File: src/rtl/sqb_pkg.sv
package sqb_pkg;
    localparam int MaxQuads = 1024;
    localparam int MaxSlots = 32;
    localparam int SlotW = 5;
    localparam int CntW = 6;
    localparam int CurW = 11;

    typedef enum logic [1:0] {
        MODE_QUAD = 2'd0, MODE_CIRCLE = 2'd1, MODE_FLUSH = 2'd2, MODE_NONE = 2'd3
    } mode_t;

    typedef enum logic [1:0] {
        FS_IDLE, FS_SEARCH, FS_PUSH
    } fstate_t;

    typedef enum logic [2:0] {
        BS_IDLE, BS_MUL, BS_ROT, BS_EMIT
    } bstate_t;

    localparam logic [0:0] REG_SLOT_LIMIT = 1'b0;
    localparam logic [0:0] REG_QUAD_LIMIT = 1'b1;

    typedef struct packed {
        logic signed [31:0] pos_x;
        logic signed [31:0] pos_y;
        logic signed [31:0] scale_x;
        logic signed [31:0] scale_y;
        logic [15:0]        angle;
        logic [31:0]        color;
        logic               flip_u;
        logic               flip_v;
        logic               circle;
        logic [SlotW-1:0]   slot;
        logic [11:0]        vbase;
        logic               flushed;
    } job_t;

    function automatic logic [16:0] qsine(input logic [6:0] i);
        logic [16:0] t [0:64];
        t = '{17'd0, 17'd1608, 17'd3216, 17'd4821, 17'd6424, 17'd8022, 17'd9616,
              17'd11204, 17'd12785, 17'd14359, 17'd15924, 17'd17479, 17'd19024,
              17'd20557, 17'd22078, 17'd23586, 17'd25079, 17'd26558, 17'd28020,
              17'd29466, 17'd30893, 17'd32302, 17'd33692, 17'd35061, 17'd36410,
              17'd37736, 17'd39040, 17'd40320, 17'd41576, 17'd42806, 17'd44011,
              17'd45190, 17'd46341, 17'd47464, 17'd48559, 17'd49624, 17'd50660,
              17'd51665, 17'd52639, 17'd53581, 17'd54491, 17'd55368, 17'd56212,
              17'd57022, 17'd57798, 17'd58538, 17'd59244, 17'd59914, 17'd60547,
              17'd61145, 17'd61705, 17'd62228, 17'd62714, 17'd63162, 17'd63572,
              17'd63944, 17'd64277, 17'd64571, 17'd64827, 17'd65043, 17'd65220,
              17'd65358, 17'd65457, 17'd65516, 17'd65536};
        return (i > 7'd64) ? t[64] : t[i];
    endfunction

    // interpolated sine, Q16 signed
    function automatic logic signed [17:0] sine_q16(input logic [15:0] ang);
        logic [14:0] r;
        logic [16:0] a;
        logic [16:0] b;
        logic [24:0] p;
        logic [16:0] s;
        r = ang[14] ? (15'd16384 - {1'b0, ang[13:0]}) : {1'b0, ang[13:0]};
        a = qsine(r[14:8]);
        b = qsine(r[14:8] + 7'd1);
        p = (b - a) * r[7:0];
        s = (r[14:8] >= 7'd64) ? 17'd65536 : a + p[24:8];
        return ang[15] ? -$signed({1'b0, s}) : $signed({1'b0, s});
    endfunction
endpackage

File: src/rtl/sqb_queue.sv
// two-entry job queue between front and back
module sqb_queue (
    input  logic          aclk,
    input  logic          aresetn,
    input  logic          in_valid,
    output logic          in_ready,
    input  sqb_pkg::job_t in_job,
    output logic          out_valid,
    input  logic          out_ready,
    output sqb_pkg::job_t out_job
);
    sqb_pkg::job_t q_reg [0:1];
    logic [1:0] cnt_reg;
    logic       rp_reg, wp_reg;
    logic       wr, rd;

    assign in_ready = cnt_reg != 2'd2;
    assign out_valid = cnt_reg != 2'd0;
    assign wr = in_valid && in_ready;
    assign rd = out_valid && out_ready;
    assign out_job = q_reg[rp_reg];

    always_ff @(posedge aclk) begin
        if (!aresetn) begin
            cnt_reg <= '0;
            rp_reg  <= 1'b0;
            wp_reg  <= 1'b0;
        end else begin
            cnt_reg <= cnt_reg + {1'b0, wr} - {1'b0, rd};
            if (wr) wp_reg <= !wp_reg;
            if (rd) rp_reg <= !rp_reg;
        end
    end

    always_ff @(posedge aclk) begin
        if (wr) q_reg[wp_reg] <= in_job;
    end
endmodule

File: config.mk
export PLATFORM = sky130hd
export DESIGN_NAME = sqb_queue
export DESIGN_NICKNAME = d
export VERILOG_FILES = /design/src/rtl/sqb_pkg.sv /design/src/rtl/sqb_queue.sv
export SDC_FILE = /design/constraint.sdc
export NUM_CORES = 1
export LEC_CHECK = 0
export ABC_CLOCK_PERIOD_IN_PS = 13500
export BUFFER_PORTS_ARGS = -buffer_cell sky130_fd_sc_hd__buf_2
export CAP_MARGIN = 15
export CORE_MARGIN = 2
export CORE_UTILIZATION = 30
export CTS_CLUSTER_DIAMETER = 200
export CTS_CLUSTER_SIZE = 30
export DETAILED_ROUTE_END_ITERATION = 16
export MAX_ROUTING_LAYER = met4
export PLACE_DENSITY = 0.55
export SLEW_MARGIN = 20
export SYNTH_ARGS = -nofsm -noshare
export SYNTH_HDL_FRONTEND = slang
export SYNTH_SLANG_ARGS = --single-unit
export TNS_END_PERCENT = 20
File: constraint.sdc
create_clock -name aclk -period 13.5 [get_ports aclk]
set_input_delay 2.7 -clock aclk [delete_from_list [all_inputs] [get_ports aclk]]
set_output_delay 2.7 -clock aclk [all_outputs]
set_load 0.03 [all_outputs]
Yosys cells after proc, flatten, opt, wreduce, memory -nomap -nowiden

Memory sizes are Yosys's and may differ from the RTL's. A register that Yosys moved wholly into a read port is not among the register bits.
Cells that the tools add are included.

Bits in registers: 4
Memory bits (writable): 394
Input port bits: 201
Output and inout bits: 199
Word-level logic and storage cells: 16
Memories kept: 1

Memory list:

| name  | depth | bits a word | read ports | clocked after Yosys merged registers in | write ports | RTL line        | RTL |
|---|---|---|---|---|---|---|---|
| q_reg | 2     | 197         | 1          | 1                                       | 1           | sqb_queue.sv:12 | `sqb_pkg::job_t q_reg [0:1];` |

Add/subtract/negate cells: 2
Equality and inequality tests: 1
Muxes and demuxes: 4
Reduce and logical (&&, ||, !) cells: 5

Operators by type and width:

| kind                                          | count |
|---|---|
| 2-to-1 mux 1 bit                              | 4 |
| adder 2 x 1 -> 2 bit                          | 1 |
| logical AND 1 bit                             | 2 |
| zero test 1 bit                               | 2 |
| inequality test 2 bit (second input constant) | 1 |
| nonzero test 2 bit                            | 1 |
| subtractor 2 x 1 -> 2 bit                     | 1 |

Depth between registers and ports, before layout

Depth in word-level cells: 4
Mapped depth: 6
Depth with buffers taken out: 6

Worst setup path before layout

Ideal clock, no wire load.

Kind: input-to-reg
Start point: in in_valid
End point: mem q_reg[0][0] in the netlist's numbering (enable)
Data arrival time: 6.599 ns
Data required time: 12.952 ns
Setup slack: 6.353 ns
Cell stages on the path: 2
Buffers on the path: 0
Cell sequence: nand3b_1 inv_1

Longest elaborated chain between the ends: 3

Ends and longest elaborated chain:

| element                                | RTL line        | RTL |
|---|---|---|
| start, declared                        | sqb_queue.sv:5  | `input logic in_valid,` |
| logical AND 1 bit                      | sqb_queue.sv:19 | `assign wr = in_valid && in_ready;` |
| 2-to-1 mux 1 bit                       | sqb_queue.sv:36 | `if (wr) q_reg[wp_reg] <= in_job;` |
| 2-to-1 mux 1 bit (implied by the code) | sqb_queue.sv:36 |  |
| end, declared                          | sqb_queue.sv:12 |  |

Every way passes these cells.

==> results.yml <==
routing:
  drt-pass1-iter-count: 4
  drc_errors: 0
  via_per_inst: 4.33
  vias: 7225
  ant_nets: 0
  wire_per_inst_um: 18.4
  drtIter0Drc: 331
  totalWireLength_um: 30600
logic_synthesis:
  synth.most_common_cell: "edfxtp_1"
  synth_cell_types: 26
  synth_common_cells: "edfxtp_1, mux2_2, buf_2"
  netlist_top_cells_area: "edfxtp_1, mux2_2, mux2_1"
  syn_avg_cell_area_sq_um: 22.5
  async_flop_share_pct: 0
  synth-main-ff-cell: "edfxtp_1"
  ys_seq_elements: 399
  synth-edff-count: 394
  syn_inst: 642
  syn_area_sq_um: 14400
  synth_top_cell_area_share_pct: 81.9
  yosysSeqAreaShare_pct: 82.6
  synth_warnings: 0
  synth_fp_nets: 844
  yosys.area.top_type: "edfxtp_1"
worst_setup_path:
  path_max_fanout: 70
  reg2reg_from: "cnt_reg[0]$_SDFF_PN0_"
  criticalPathCategory: "reg2out"
  crit_required_ps: 10800
  worst_r2r_path_depth: 4
  arrival_ps: 3100
  end_kind: "output pin"
  crit_path_start_kind: "flop"
  reg2reg_to: "q_reg[1][168]$_DFFE_PP_"
  r2r_slack_ps: 10550
cts:
  cts.sinks: 399
  cts_tree: "yes"
  cts_buffer_depth: 3
  ctsHoldBuffers: 0
  cts-root-buf: "clkbuf_16"
  cts_resized: 0
  cts_buffers: 17
  postCtsSetupRepairBufs: 0
  clk_latency_ps: 530
  clk_pin_slew_ps: 110
  htree_levels: 1
floorplan:
  core_area_sq_um: 47600
  die_area_sq_um: 49900
  initial_core_util_pct: 30.3
  io_pins: 400
  die_w_um: 223
  die_h_um: 223
  row_count: 80
sta:
  tns_ps: 0
  rsz0062_at_grt: "no"
  finalHoldViolations: 0
  period_share_pct: 43.0
  maxSlewViolCount: 0
  slew_headroom_pct: 34.0
  fmax_ghz: 0.172
  fin_skew_ps: 18.8
  fin_ws_ps: 7700
  setup_viol: 0
  whs_ps: 596
  tightest_slew_ps: 991
  period_needed_ps: 5800
final_layout:
  nets: 1247
  largest_reg_flops: 394
  syn2layout_area_growth_pct: 22.2
  fin_area_sq_um: 17600
  drive_gt1_share_pct: 58.9
global_route:
  antenna_found_initial: 6
  grt_max_degree: 77
  grt_pass1_wl_um: 44600
  grt_pass1_vias: 7518
  overflow: 0
  grtUsageTotal_pct: 12.0
placed_design:
  gp_congestion: 0.743
  dp_hpwl_um: 20400
  placed_area_sq_um: 17200
  place_ws_ps: 8150
  io_buffer_count: 399
hold_path:
  holdPathEnd: "rp_reg$_SDFFE_PN0P_"
  hp-start: "rp_reg$_SDFFE_PN0P_"
  min_path_type: "reg2reg"
  min_path_cells: 2
power_and_ir_drop:
  ir_worst_vdd_mv: 0.135
  power.leakage_nw: 6.36
  power_per_cell_area_nw_per_um2: 169
run:
  maxCapViolCount: 0
status:
  status: "complete, no violations"
-- area by class of cell --
class / count / area [sq um]
diodes: 4 / 10.0
clock buffers: 22 / 444
clock inverters: 1 / 30.0
fillers: 4507 / 30000
inverters: 1 / 11.3
multi-input cells: 220 / 2390
flip-flops and latches: 399 / 11900
well taps: 615 / 769
repair buffers: 406 / 2050
-- kinds of logic after synthesis --
family                     synth area share [%]
buffers and inverters                     0.841
muxes                                      15.4
adders and majority gates                0.0866
xor gates and xnor gates                 0.0607
and+or+nand+nor                           0.693
DFF                                        82.6
AOI/OAI and AO/OA                         0.312
-- power breakdown --
part           switching, W  internal, W  total, W
logic              0.000544     0.000282  0.000826
registers         0.0000478      0.00150   0.00155
clock network      0.000363     0.000239  0.000602
total              0.000955      0.00202   0.00298
-- per-stage QoR --
stage,util (%),power (W),cells
6_report,37.0,0.00298,1668
4_1_cts,37.0,0.00304,1664
3_3_place_gp,36.0,0.00242,1641
3_5_place_dp,36.0,0.00242,1641
2_1_floorplan,-,0.00218,642
5_1_grt,37.0,0.00310,1668
-- how the worst max path moves through the flow --
stage	slack, ps	to	cells after the start
floorplan	6350	q_reg[0][0]$_DFFE_PP_	2
global placement	8140	out_job[143]	3
detailed placement	8150	out_job[31]	3
CTS	7540	out_job[31]	3
global route	7460	out_job[177]	3
finish	7700	out_job[177]	3
-- critical path, stage by stage, from the launching register on --
cell     delay [ps]
dfxtp_4         970
buf_4           890
mux2_2          430
buf_2           180
-- layout by cell type, fill, tap and decap left out, drive strengths merged, types with 2 or more instances in the layout --
cell / instances
buf: 406
edfxtp: 394
mux2: 197
clkbuf: 22
dfxtp: 5
diode: 4
and2: 3
and3: 3
nor2: 2
o21ai: 2
-- per-layer routing --
layer | vias up | track usage, % | share of wire [%]
met1 | 3636 | 14.6 | 42
met3 | 27 | 3.53 | 7.0
met2 | 221 | 19.7 | 49
met4 | 0 | 2.65 | 2.0
li1 | 3341 | - | -
met5 | - | - | 0
Note: power is estimated with default switching activity, not from simulation.
