[src/rtl/sqb_pkg.sv]
package sqb_pkg;
    localparam int MaxQuads = 1024;
    localparam int MaxSlots = 32;
    localparam int SlotW = 5;
    localparam int CntW = 6;
    localparam int CurW = 11;

    typedef enum logic [1:0] {
        MODE_QUAD = 2'd0, MODE_CIRCLE = 2'd1, MODE_FLUSH = 2'd2, MODE_NONE = 2'd3
    } mode_t;

    typedef enum logic [1:0] {
        FS_IDLE, FS_SEARCH, FS_PUSH
    } fstate_t;

    typedef enum logic [2:0] {
        BS_IDLE, BS_MUL, BS_ROT, BS_EMIT
    } bstate_t;

    localparam logic [0:0] REG_SLOT_LIMIT = 1'b0;
    localparam logic [0:0] REG_QUAD_LIMIT = 1'b1;

    typedef struct packed {
        logic signed [31:0] pos_x;
        logic signed [31:0] pos_y;
        logic signed [31:0] scale_x;
        logic signed [31:0] scale_y;
        logic [15:0]        angle;
        logic [31:0]        color;
        logic               flip_u;
        logic               flip_v;
        logic               circle;
        logic [SlotW-1:0]   slot;
        logic [11:0]        vbase;
        logic               flushed;
    } job_t;

    function automatic logic [16:0] qsine(input logic [6:0] i);
        logic [16:0] t [0:64];
        t = '{17'd0, 17'd1608, 17'd3216, 17'd4821, 17'd6424, 17'd8022, 17'd9616,
              17'd11204, 17'd12785, 17'd14359, 17'd15924, 17'd17479, 17'd19024,
              17'd20557, 17'd22078, 17'd23586, 17'd25079, 17'd26558, 17'd28020,
              17'd29466, 17'd30893, 17'd32302, 17'd33692, 17'd35061, 17'd36410,
              17'd37736, 17'd39040, 17'd40320, 17'd41576, 17'd42806, 17'd44011,
              17'd45190, 17'd46341, 17'd47464, 17'd48559, 17'd49624, 17'd50660,
              17'd51665, 17'd52639, 17'd53581, 17'd54491, 17'd55368, 17'd56212,
              17'd57022, 17'd57798, 17'd58538, 17'd59244, 17'd59914, 17'd60547,
              17'd61145, 17'd61705, 17'd62228, 17'd62714, 17'd63162, 17'd63572,
              17'd63944, 17'd64277, 17'd64571, 17'd64827, 17'd65043, 17'd65220,
              17'd65358, 17'd65457, 17'd65516, 17'd65536};
        return (i > 7'd64) ? t[64] : t[i];
    endfunction

    // interpolated sine, Q16 signed
    function automatic logic signed [17:0] sine_q16(input logic [15:0] ang);
        logic [14:0] r;
        logic [16:0] a;
        logic [16:0] b;
        logic [24:0] p;
        logic [16:0] s;
        r = ang[14] ? (15'd16384 - {1'b0, ang[13:0]}) : {1'b0, ang[13:0]};
        a = qsine(r[14:8]);
        b = qsine(r[14:8] + 7'd1);
        p = (b - a) * r[7:0];
        s = (r[14:8] >= 7'd64) ? 17'd65536 : a + p[24:8];
        return ang[15] ? -$signed({1'b0, s}) : $signed({1'b0, s});
    endfunction
endpackage

[src/rtl/sqb_front.sv]
// accepts items, resolves batch cursor and texture slot
module sqb_front (
    input  logic                  aclk,
    input  logic                  aresetn,
    input  logic [5:0]            slot_limit,
    input  logic [10:0]           quad_limit,
    input  logic                  s_valid,
    output logic                  s_ready,
    input  logic [1:0]            s_mode,
    input  logic [31:0]           s_pos_x,
    input  logic [31:0]           s_pos_y,
    input  logic [31:0]           s_scale_x,
    input  logic [31:0]           s_scale_y,
    input  logic [15:0]           s_angle,
    input  logic [31:0]           s_color_rgba,
    input  logic [15:0]           s_texture_id,
    input  logic                  s_flip_u,
    input  logic                  s_flip_v,
    output logic                  job_valid,
    input  logic                  job_ready,
    output sqb_pkg::job_t         job
);
    sqb_pkg::fstate_t state_reg, state_next;
    logic [15:0] table_mem [0:sqb_pkg::MaxSlots-1];
    logic [sqb_pkg::CntW-1:0] count_reg;
    logic [sqb_pkg::CurW-1:0] cursor_reg;
    logic [sqb_pkg::CntW-1:0] idx_reg;
    logic [15:0] rd_reg;
    logic [15:0] id_reg;
    logic        quad_reg;
    sqb_pkg::job_t job_reg;
    logic [5:0]  lim_s;
    logic [10:0] lim_q;
    logic        acc, draw, full;

    assign lim_s = (slot_limit == 6'd0) ? 6'd1 :
                   (slot_limit > 6'(sqb_pkg::MaxSlots)) ? 6'(sqb_pkg::MaxSlots) : slot_limit;
    assign lim_q = (quad_limit == 11'd0) ? 11'd1 :
                   (quad_limit > 11'(sqb_pkg::MaxQuads)) ? 11'(sqb_pkg::MaxQuads) :
                   quad_limit;
    assign s_ready = (state_reg == sqb_pkg::FS_IDLE);
    assign acc = s_valid && s_ready;
    assign draw = (s_mode == sqb_pkg::MODE_QUAD) || (s_mode == sqb_pkg::MODE_CIRCLE);
    assign full = ({1'b0, cursor_reg} + 12'd1) > {1'b0, lim_q};
    assign job = job_reg;
    assign job_valid = (state_reg == sqb_pkg::FS_PUSH);

    always_comb begin
        state_next = state_reg;
        unique case (state_reg)
            sqb_pkg::FS_IDLE: begin
                if (acc && draw) state_next = sqb_pkg::FS_SEARCH;
            end
            sqb_pkg::FS_SEARCH: begin
                if (!quad_reg || id_reg == 16'd0 || idx_reg >= count_reg ||
                    (idx_reg > 6'd1 && rd_reg == id_reg) ||
                    idx_reg == 6'(sqb_pkg::MaxSlots))
                    state_next = sqb_pkg::FS_PUSH;
            end
            sqb_pkg::FS_PUSH: begin
                if (job_ready) state_next = sqb_pkg::FS_IDLE;
            end
            default: state_next = sqb_pkg::FS_IDLE;
        endcase
    end

    // search walks one table entry per cycle; rd_reg holds entry idx_reg-1
    // entry 0 is the white slot and never matches a texture id
    always_ff @(posedge aclk) begin
        if (!aresetn) begin
            state_reg  <= sqb_pkg::FS_IDLE;
            count_reg  <= 6'd1;
            cursor_reg <= '0;
        end else begin
            state_reg <= state_next;
            if (acc && s_mode == sqb_pkg::MODE_FLUSH) begin
                count_reg  <= 6'd1;
                cursor_reg <= '0;
            end
            if (acc && draw) begin
                job_reg.pos_x   <= s_pos_x;
                job_reg.pos_y   <= s_pos_y;
                job_reg.scale_x <= s_scale_x;
                job_reg.scale_y <= s_scale_y;
                job_reg.angle   <= s_angle;
                job_reg.color   <= s_color_rgba;
                job_reg.flip_u  <= s_flip_u;
                job_reg.flip_v  <= s_flip_v;
                job_reg.circle  <= s_mode[0];
                job_reg.slot    <= '0;
                job_reg.flushed <= full;
                job_reg.vbase   <= full ? 12'd0 : {cursor_reg[9:0], 2'b00};
                cursor_reg      <= full ? 11'd1 : cursor_reg + 11'd1;
                if (full) count_reg <= 6'd1;
                id_reg   <= s_texture_id;
                quad_reg <= !s_mode[0];
                idx_reg  <= 6'd0;
            end
            if (state_reg == sqb_pkg::FS_SEARCH && state_next == sqb_pkg::FS_SEARCH)
                idx_reg <= idx_reg + 6'd1;
            if (state_reg == sqb_pkg::FS_SEARCH && state_next == sqb_pkg::FS_PUSH &&
                quad_reg && id_reg != 16'd0) begin
                if (idx_reg > 6'd1 && idx_reg <= count_reg && rd_reg == id_reg)
                    job_reg.slot <= 5'(idx_reg - 6'd1);
                else if (count_reg < lim_s) begin
                    job_reg.slot <= count_reg[4:0];
                    count_reg    <= count_reg + 6'd1;
                end
            end
        end
    end

    always_ff @(posedge aclk) begin
        if (state_reg == sqb_pkg::FS_SEARCH && state_next == sqb_pkg::FS_PUSH &&
            quad_reg && id_reg != 16'd0 &&
            !(idx_reg > 6'd1 && idx_reg <= count_reg && rd_reg == id_reg) &&
            count_reg < lim_s)
            table_mem[count_reg[4:0]] <= id_reg;
        rd_reg <= table_mem[idx_reg[4:0]];
    end
endmodule

[config.mk]
export PLATFORM = sky130hd
export DESIGN_NAME = sqb_front
export DESIGN_NICKNAME = d
export VERILOG_FILES = /design/src/rtl/sqb_pkg.sv /design/src/rtl/sqb_front.sv
export SDC_FILE = /design/constraint.sdc
export NUM_CORES = 1
export LEC_CHECK = 0
export BUFFER_PORTS_ARGS = -buffer_cell sky130_fd_sc_hd__buf_2
export CAP_MARGIN = 20
export CORE_UTILIZATION = 23
export CTS_CLUSTER_DIAMETER = 120
export DETAILED_ROUTE_END_ITERATION = 12
export PLACE_DENSITY_LB_ADDON = 0.1
export SYNTH_ARGS = -nofsm -noshare
export SYNTH_HDL_FRONTEND = slang
export SYNTH_SLANG_ARGS = --single-unit
[constraint.sdc]
create_clock -name aclk -period 10.37 [get_ports aclk]
set_clock_uncertainty 0.1 [all_clocks]
set_input_delay 1.037 -clock aclk [delete_from_list [all_inputs] [get_ports aclk]]
set_output_delay 1.037 -clock aclk [all_outputs]
set_load 0.03 [all_outputs]
---- Word level (Yosys, flattened, before mapping) ----
Memories as Yosys holds them, arrays and structs flattened. A register that Yosys moved wholly into a read port is not among the register bits.
Cells that the tools add are included.
cells by class
  $add $sub $neg .......................... 5
  $lt $le $gt $ge ......................... 7
  equality and inequality tests ........... 8
  muxes and demuxes ....................... 26
  reductions and logical operators ........ 30
operators by type and width
  operator                                                                          number
  6-bit 2-to-1 mux                                                                  10
  11-bit 2-to-1 mux                                                                 5
  18-bit 2-to-1 mux                                                                 1
  16-bit equality test                                                              1
  16-bit logical NOT                                                                1
  16-bit nonzero test                                                               1
  5-bit 2-to-1 mux                                                                  3
  11-bit by 1-bit adder with 12-bit output (second input constant)                  1
  6-bit by 1-bit adder with 6-bit output (second input constant)                    2
  12-bit by 11-bit greater-than comparator with 1-bit output                        1
  1-bit logical AND                                                                 12
  12-bit 2-to-1 mux                                                                 1
  11-bit by 1-bit adder with 11-bit output (second input constant)                  1
  11-bit greater-than comparator (second input constant)                            1
  11-bit logical NOT                                                                1
  2-bit by 1-bit equality test with 1-bit output (second input constant)            3
  2-bit equality test (second input constant)                                       3
  6-bit equality test (second input constant)                                       1
  6-bit greater-or-equal comparator                                                 1
  6-bit by 1-bit greater-than comparator with 1-bit output (second input constant)  1
  6-bit greater-than comparator (second input constant)                             1
  6-bit less-or-equal comparator                                                    1
  6-bit logical NOT                                                                 1
  6-bit less-than comparator                                                        1
  9 further kinds                                                                   21
word-level totals
  register bits ........................... 239
  memory bits (writable) .................. 512
  input port bits ......................... 217
  output and inout port bits .............. 199
  memories ................................ 1
memory list
  name       words  width  rd ports  clocked after Yosys merged registers in  write ports  RTL line         text
  table_mem  32     16     1         1                                        1            sqb_front.sv:24  logic [15:0] table_mem [0:sqb_pkg::MaxSlots-1];

---- Logic depth before layout (Yosys ltp) ----
  depth after elaboration ................. 15
  mapped depth ............................ 16
  mapped depth without buffers ............ 15

---- Worst setup path after synthesis ----
No wires, ideal clock.
  kind .................................... input-to-reg
  from .................................... input port s_valid
  to ...................................... register id_reg[0], enable pin
  setup time .............................. 0.779 ns
  data arrival time ....................... 10.006 ns
  data required time ...................... 9.491 ns
  path slack .............................. -0.515 ns
  stages on the path ...................... 3
  path buffers ............................ 0
  path through ............................ nand2_1 -> or2_0 -> nor2_1
between the ends
  cells in the longest elaborated chain, start to end .. 3
RTL lines
  what                           RTL line         text
  start, declared                sqb_front.sv:7   input logic s_valid,
  1-bit logical AND              sqb_front.sv:42  assign acc = s_valid && s_ready;
  1-bit logical AND              sqb_front.sv:80  if (acc && draw) begin
  2-bit AND reduction (no line)  n/a
  end signal, assigned           sqb_front.sv:95  id_reg <= s_texture_id;
  end, declared                  sqb_front.sv:29  logic [15:0] id_reg;
No other way between the ends.
A chain may end at the register's enable or synchronous reset.

---- Final worst setup path ----
  from .................................... register count_reg[4] in the netlist's numbering
  to ...................................... memory table_mem[28][5], enable pin
between the ends
  cells in the longest elaborated chain, start to end .. 14
RTL lines
  what                                    RTL line          text
  start, declared                         sqb_front.sv:25   logic [sqb_pkg::CntW-1:0] count_reg;
  start signal, assigned                  sqb_front.sv:107  count_reg <= count_reg + 6'd1;
  6-bit greater-or-equal comparator       sqb_front.sv:55   if (!quad_reg || id_reg == 16'd0 || idx_reg >= count_reg ||
  1-bit logical OR (2 in a row)           sqb_front.sv:55
  1-bit logical OR                        sqb_front.sv:56   (idx_reg > 6'd1 && rd_reg == id_reg) ||
  2-bit 2-to-1 mux                        sqb_front.sv:55
  2-bit one-hot mux with 3 select lines   sqb_front.sv:50   unique case (state_reg)
  2-bit equality test                     sqb_front.sv:114  if (state_reg == sqb_pkg::FS_SEARCH && state_next == sqb_pkg::FS_PUSH &&
  1-bit logical AND (2 in a row)          sqb_front.sv:114
  1-bit logical AND (2 in a row)          sqb_front.sv:115  quad_reg && id_reg != 16'd0 &&
  1-bit logical AND                       sqb_front.sv:116  !(idx_reg > 6'd1 && idx_reg <= count_reg && rd_reg == id_reg) &&
  1-bit 2-to-1 mux                        sqb_front.sv:114
  1-bit 2-to-1 mux (implied by the code)  sqb_front.sv:118  table_mem[count_reg[4:0]] <= id_reg;
  end, declared                           sqb_front.sv:24
Several ways; a longest one is shown, not always the timed one.

==> flow_metrics.tcl <==
set metrics [dict create \
    slowest_stage "and3_1" \
    n_fill_cell 12193 \
    die-area_um2 127000 \
    clk_path_buf_depth 3 \
    yosysWarnings 0 \
    setup_violations 0 \
    grt_pass1_wl_mm 125 \
    largest_reg_flops 512 \
    place_congestion 0.797 \
    grt_max_degree 170 \
    drc 0 \
    antenna_found_initial 23 \
    clk_latency_ns 0.66 \
    dpl_cell_area_um2 33000 \
    cp-start-kind "register" \
    die_y_um 356 \
    path_common_cell "and3_1" \
    dpl.hpwl_mm 58.6 \
    synth_cells 1342 \
    core-area_um2 124000 \
    drv_cap 0 \
    critical_path_buf_inv_count 2 \
    drt_wl_total_mm 89.4 \
    postCtsHoldBufs 0 \
    rows 129 \
    drive_above_1_share 0.396 \
    port-buffer-count 413 \
    relSlewSlack 0.290 \
    min_path_type "in2reg" \
    worst_pin_slew_ns 1.07 \
    fin_area_um2 35600 \
    fmax_ghz 0.234 \
    cp_max_fo 45 \
    avgRoutedWirePerCell_um 25.3 \
    cp_top_family "simple AND/OR/NAND/NOR gates" \
    avgSynthCellArea_um2 21.5 \
    root_buffer "clkbuf_16" \
    fin_setup_tns_ns 0 \
    slew_violations 0 \
    first_global_vias 16015 \
    path_clk_slew_ns 0.06 \
    cp.required_ns 10.54 \
    ys_types 52 \
    post_cts_buffers 0 \
    htreeDepth 3 \
    p_per_area_nw_per_um2 184 \
    peakVddDrop_uv 123 \
    synth-seq-area-share 0.784 \
    overflow 0 \
    ys.flop_type "edfxtp_1" \
    grtUsageTotal 0.140 \
    drt_pass1_iterations 5 \
    synth_edf_count 730 \
    worst_ep_arrival_time_ns 4.44 \
    cts.repair.resized 0 \
    chipWidth_um 356 \
    via_count 14979 \
    ys_ff_latch 765 \
    period_share 0.412 \
    final_common_cell "edfxtp_1" \
    status "completed" \
    crit_chain "clkinv_1 -> ha_1 -> nand2_1 -> o21ai_1 -> o22ai_1 -> and3_1 -> nor4_4 -> buf_4 -> and3_1" \
    drt_iter0_drc 1157 \
    start_util 0.232 \
    finalHoldViolCount 0 \
    async_flop_share 0 \
    p_leak_nw 12.1 \
    nets 2064 \
    total_power_w 0.00657 \
    slowest_delay_ns 0.88 \
    viasPerCell 4.25 \
    cts_buffers 86 \
    postRouteAntennaNets 0 \
    worstSetupEndpointType "register" \
    rsz0062_at_grt "no" \
    layout_common_cells "edfxtp_1, buf_2, mux4_2, clkbuf_16, nand2_1" \
    synthToLayoutAreaGrowth_pct 23.4 \
    critical_path_class "reg2reg" \
    syn_area_um2 28900 \
    num_io_pins 416 \
    post-route-min-period_ns 4.27 \
    clock_sinks 765 \
    cts_tree "done" \
]
-- layout make-up --
type	count	area, um^2	share of cell area
Sequential cell	765	22600	0.635
Multi-Input combinational cell	494	5910	0.166
Timing Repair Buffer	442	2310	0.0648
Clock buffer	105	2270	0.0636
Tap cell	1637	2050	0.0575
Clock inverter	48	340	0.00955
Inverter	28	105	0.00295
Antenna cell	6	15.0	0.000422
-- synthesized netlist by cell type (2+ instances only) --
master     instances  area, um^2
mux2_2            16         180
inv_1             26        97.6
o21ai_1            7        35.0
and3_1            36         225
nand3_1           10        50.1
mux4_2           160        3600
clkinv_1           2        7.51
nand2_1           42         158
a31oi_1           11        68.8
clkbuf_1          31         116
or2_2              4        25.0
nor2b_1            4        25.0
a21o_1             4        30.0
a22oi_1            3        22.5
nor3_1            15        75.1
ha_1              30         375
nand4_1            9        56.3
xnor2_1           26         228
nand2b_1           3        18.8
or4_1              4        30.0
xor2_1             6        52.6
a211o_1            2        17.5
or3_1              4        25.0
o2bb2ai_1          2        17.5
edfxtp_1         730       21900
or4b_1             2        20.0
a2111oi_2          3        45.0
o21ai_0            3        15.0
nor4_1             7        43.8
buf_1              9        33.8
nor2_1            31         116
buf_4              3        22.5
dfxtp_1           35         701
o31ai_1            6        45.0
and2_1            13        81.3
a21oi_1           15        75.1
buf_2             13        65.1
-- report_power, final --
| group | total, W | leakage, nW | internal (W) | switching, W |
|---|---|---|---|---|
| combinational | 0.000279 | 3.86 | 0.0000978 | 0.000181 |
| sequential | 0.00342 | 6.90 | 0.00340 | 0.0000131 |
| clock | 0.00287 | 1.29 | 0.00161 | 0.00126 |
-- path summary, 6_finish.rpt --
path	slack [ns]	depth (start not counted)	to	start
setup / recovery	6.10	9	table_mem[28][5]	count_reg[4]
hold / removal	0.45	1	job[65]	s_angle[12]
setup reg to reg	6.10	9	table_mem[28][5]	count_reg[4]
hold reg to reg	0.45	2	cursor_reg[0]	cursor_reg[0]
-- layer usage --
layer,vias to the layer above,GRT usage,part of all wire
met4,16,0.0455,0.025
met3,133,0.0497,0.082
met5,-,0,0.0011
li1,6492,-,-
met1,7824,0.176,0.42
met2,514,0.224,0.47
-- per-stage QoR --
step                       util  hold slack (ns)  setup slack (ns)  cells
after floorplan               -            0.378              2.99   1343
after global placement    0.266            0.445              5.78   3366
after detailed placement  0.266            0.447              5.78   3366
after CTS                 0.287            0.388              6.13   3519
after global routing      0.287            0.412              5.86   3523
final                     0.287            0.448              6.10   3525
-- cell families after synthesis --
family / synth area share
and+or+nand+nor: 0.0344
muxes: 0.131
other: 0.000130
DFF: 0.784
AOI/OAI and AO/OA: 0.0158
adders and majority gates: 0.0130
xor gates and xnor gates: 0.00971
buffers and inverters: 0.0119
Power figures use the tool's default switching activity.
